`src/hdl/blcm_pkg.sv`:
```
// Shared types and constants for the battery low-charge monitor.
`timescale 1ns / 1ps

package blcm_pkg;

   // item opcodes
   localparam logic OP_ADD   = 1'b0;
   localparam logic OP_CHECK = 1'b1;

   // configuration register indexes
   localparam int CSR_IDX_W = 3;
   localparam logic [CSR_IDX_W-1:0] REG_FULL_LEVEL   = 3'd0;
   localparam logic [CSR_IDX_W-1:0] REG_LOW_LEVEL    = 3'd1;
   localparam logic [CSR_IDX_W-1:0] REG_LEAD_MODE    = 3'd2;
   localparam logic [CSR_IDX_W-1:0] REG_LEAD_LIMIT   = 3'd3;
   localparam logic [CSR_IDX_W-1:0] REG_MIN_SLOPE    = 3'd4;
   localparam logic [CSR_IDX_W-1:0] REG_WARMUP       = 3'd5;
   localparam logic [CSR_IDX_W-1:0] REG_WINDOW       = 3'd6;
   localparam logic [CSR_IDX_W-1:0] REG_STARTUP_LOW  = 3'd7;
   localparam int CSR_DATA_W = 17;

   localparam logic [15:0] MS_PER_MINUTE = 16'd60000;
   localparam logic [21:0] MS_PER_HOUR   = 22'd3600000;
   localparam int RECENT_NEEDED = 4;

   // datapath widths; ages stay below 1023 minutes, i.e. under 2^26 ms
   localparam int TIME_W = 32;
   localparam int AGE_W  = 26;
   localparam int SX_W   = 28;
   localparam int SY_W   = 18;
   localparam int DEN_W  = 56;
   localparam int NUM_W  = 48;
   localparam int OPND_W = 33;
   localparam int PROD_W = 2 * OPND_W;
   localparam int ACC_W  = 76;

   typedef enum logic [1:0] {
      SH_NONE = 2'd0,
      SH_X4   = 2'd1,
      SH_24   = 2'd2,
      SH_28   = 2'd3
   } shift_sel_type;

   typedef struct packed {
      logic          valid;
      logic          sub;
      shift_sel_type shift;
   } mac_ctl_type;

endpackage

```
`src/hdl/blcm_mac.sv`:
```
// Shared signed multiply-accumulate unit: registered product, then shifted add/subtract.
`timescale 1ns / 1ps

module blcm_mac import blcm_pkg::*; (
   input  logic                     clock,
   input  logic                     reset,
   input  logic                     clear,
   input  mac_ctl_type              issue,
   input  logic signed [OPND_W-1:0] op_a,
   input  logic signed [OPND_W-1:0] op_b,
   output logic signed [ACC_W-1:0]  acc
);

   logic signed [PROD_W-1:0] prod_ff;
   mac_ctl_type              ctl_ff;
   logic signed [ACC_W-1:0]  acc_ff;
   logic signed [ACC_W-1:0]  acc_in;
   logic signed [ACC_W-1:0]  ext;
   logic signed [ACC_W-1:0]  shifted;

   always_comb begin
      ext = {{(ACC_W-PROD_W){prod_ff[PROD_W-1]}}, prod_ff};
      case (ctl_ff.shift)
         SH_NONE: shifted = ext;
         SH_X4:   shifted = ext <<< 2;
         SH_24:   shifted = ext <<< 24;
         SH_28:   shifted = ext <<< 28;
         default: shifted = ext;
      endcase
      acc_in = ctl_ff.sub ? (acc_ff - shifted) : (acc_ff + shifted);
   end

   always_ff @(posedge clock) begin
      if (reset) begin
         ctl_ff <= '0;
      end else begin
         ctl_ff <= issue;
      end
      prod_ff <= op_a * op_b;
      if (clear) begin
         acc_ff <= '0;
      end else if (ctl_ff.valid) begin
         acc_ff <= acc_in;
      end
   end

   assign acc = acc_ff;

endmodule

```
`config.mk`:
```
export PLATFORM = sky130hd
export DESIGN_NAME = blcm_mac
export DESIGN_NICKNAME = d
export VERILOG_FILES = /design/src/hdl/blcm_pkg.sv /design/src/hdl/blcm_mac.sv
export SDC_FILE = /design/constraint.sdc
export NUM_CORES = 2
export LEC_CHECK = 0
export ABC_AREA = 1
export CAP_MARGIN = 20
export CORE_AREA = 2 2 606 307
export CTS_CLUSTER_SIZE = 30
export DETAILED_ROUTE_END_ITERATION = 10
export DIE_AREA = 0 0 608 309
export DONT_BUFFER_PORTS = 1
export SLEW_MARGIN = 20
export SYNTH_ARGS = -nofsm -noshare
export SYNTH_HDL_FRONTEND = slang
export SYNTH_SLANG_ARGS = --single-unit
```
`constraint.sdc`:
```
create_clock -name clock -period 11.5 [get_ports clock]
set_clock_uncertainty 0.2 [all_clocks]
set_input_delay 0.575 -clock clock [delete_from_list [all_inputs] [get_ports clock]]
set_output_delay 0.575 -clock clock [all_outputs]
set_load 0.01 [all_outputs]
```
==> flow_metrics.env <==
export IMPL_dp_hpwl_mm=170
export IMPL_syn_to_final_growth_pct=4.39
export IMPL_cts_sinks=146
export IMPL_cp_max_fo=33
export IMPL_ys_warn_count=0
export IMPL_routed_wl_mm=206
export IMPL_synth_cell_types=52
export IMPL_dpl_cell_count=9556
export IMPL_grt_first_pass_wirelength_mm=310
export IMPL_vias=47200
export IMPL_synth_ff_type="dfxtp_1"
export IMPL_timing_slew_headroom_pct=23.3
export IMPL_worstPathRequired_ns=11.65
export IMPL_min_period_over_period_pct=75.2
export IMPL_port_buffer_count=0
export IMPL_antenna_left=0
export IMPL_instances_no_fill=9591
export IMPL_antenna_found_initial=2
export IMPL_yosysTopAreaCell="fa_1"
export IMPL_critPathKind="in2reg"
export IMPL_gp_congestion=1.03
export IMPL_die_w_um=608
export IMPL_layout_drive_gt1_share_pct=1.63
export IMPL_grt_max_degree=69
export IMPL_endpoint_kind="flop"
export IMPL_yosysSeqAreaShare_pct=5.37
export IMPL_hold_class="in2reg"
export IMPL_synth_most_common_cell="inv_1"
export IMPL_syn_inst=7448
export IMPL_die_area_mm2=0.188
export IMPL_ctsHtreeMaxLevel=4
export IMPL_multi_input_area_mm2=0.0422
export IMPL_finalCriticalPeriod_ns=8.64
export IMPL_num_fill_cells=19600
export IMPL_cts_setup_buffers=0
export IMPL_drv_cap=0
export IMPL_fmax_mhz=116
export IMPL_grt_pass1_vias=47900
export IMPL_cts_buffers=17
export IMPL_clkLatencyLatePin_ns=0.48
export IMPL_finalSetupViolCount=0
export IMPL_ys_async_sr_fraction_pct=0
export IMPL_first_pass_iters=6
export IMPL_initial_core_util_pct=29.9
export IMPL_cts_root_buf="clkbuf_16"
export IMPL_critical_path_arrival_ns=8.80
export IMPL_synth_common_cells="inv_1 (2103), nand2_1 (1687), fa_1 (1146)"
export IMPL_drc_errors=0
export IMPL_tritoncts="yes"
export IMPL_path_clk_slew_ns=0.09
export IMPL_worst_pin_slew_ns=1.14
export IMPL_synth_area_leaders="fa_1 (42%), inv_1 (15%), nand2_1 (12%)"
export IMPL_fin_nets=8661
export IMPL_track_usage_pct=21.9
export IMPL_syn_area_per_cell_um2=7.31
export IMPL_hold_viol=0
export IMPL_clk_path_buf_depth=2
export IMPL_postPlaceCellArea_mm2=0.0562
export IMPL_die_h_um=309
export IMPL_io_pin_count=149
export IMPL_slew_viol_final=0
export IMPL_antenna_cells=0
export IMPL_synth_edf_count=0
export IMPL_hold_buffers=2
export IMPL_drt_iter0_drc=5461
export IMPL_rsz0062_at_grt="false"
export IMPL_avgRoutedWirePerCell_um=21.5
export IMPL_startpoint_type="input port"
export IMPL_viasPerCell=4.92
export IMPL_num_rows=111
export IMPL_cts_resized=0
export IMPL_core_area_mm2=0.182
export IMPL_status="completed"
export IMPL_fin_util_pct=31.2
export IMPL_tns_ns=0
export IMPL_syn_nets=8960
export IMPL_grt_overflow=0
export IMPL_seqCellArea_mm2=0.00293
export IMPL_final_cell_area_mm2=0.0568
export IMPL_synthesis_area_mm2=0.0544
export IMPL_ys_ff_latch=146
export IMPL_synth_top_area_share_pct=42.2
stage by stage:
stage / hold slack (ns) / setup WS [ns]
2_1_floorplan: 0.342 / 3.45
3_3_place_gp: 0.381 / 2.65
3_5_place_dp: 0.397 / 2.59
4_1_cts: 0.00968 / 3.04
5_1_grt: 0.0157 / 2.61
6_report: 0.0420 / 2.86
worst max-delay path, cell delays in order:
cell and delay [ns]:
nand2_1 0.09, inv_1 0.06, fa_1 0.53, inv_1 0.05, fa_1 0.53, inv_1 0.05
fa_1 0.50, inv_1 0.07, fa_1 0.54, inv_1 0.06, fa_1 0.50, fa_1 0.47
fa_1 0.53, inv_1 0.05, fa_1 0.50, inv_1 0.05, ha_1 0.39, a21oi_1 0.31
o21ai_0 0.44, a21oi_1 0.78, o21ai_0 0.18, a21oi_1 0.64, o21ai_0 0.33, nand2_1 0.13
nand2_1 0.07, xor2_1 0.29
layout by cell type, fill, tap and decap left out, drive strengths merged, types with 45 or more instances in the layout:
master / netlist / final
ha: 293 / 293
xnor2: 59 / 59
nand3: 216 / 216
xor2: 124 / 124
nor2: 559 / 559
inv: 2112 / 2117
o21ai: 261 / 261
nand2: 1691 / 1691
dfxtp: 146 / 146
nand4: 45 / 45
a21oi: 233 / 233
fa: 1146 / 1146
layer usage:
layer | part of all wire, % | vias up | global-route usage (%)
li1 | - | 20800 | -
met1 | 48 | 23600 | 33.9
met2 | 37 | 2641 | 28.6
met3 | 15 | 130 | 8.82
met4 | 0.79 | 4 | 2.26
met5 | 0.049 | - | 0.550
path summary, 6_finish.rpt:
path                        start                   end  slack, ns  cells past startpoint
min reg2reg  acc[26]$_SDFFE_PP0P_  acc[26]$_SDFFE_PP0P_       0.41                      2
max                      op_a[27]   prod_ff[51]$_DFF_P_       2.86                     26
min                         clear  acc[33]$_SDFFE_PP0P_       0.04                      3
max reg2reg  ctl_ff[0]$_SDFF_PP0_  acc[60]$_SDFFE_PP0P_       3.68                     26
final cells by class:
class / instances / area share (%)
multi-input combinational: 4860 / 74.3
sequential: 146 / 5.15
timing repair buffer: 11 / 0.159
clock inverter: 13 / 0.260
tap: 2429 / 5.35
clock buffer: 19 / 0.817
inverter: 2113 / 14.0
kinds of logic after synthesis:
logic type | share of synthesized area, %
buf+inv | 17.1
fa+ha+maj | 48.9
xor+xnor | 2.94
flops | 5.37
simple gates | 19.2
compound gates | 6.57
state kept, by name, summed over array words and instances (netlist names):
name	flops
ctl_ff	4
acc	76
prod_ff	66
Power is left out: the tool's default activity adds up to more than one toggle a clock period on the data nets, which glitch-free logic cannot reach.
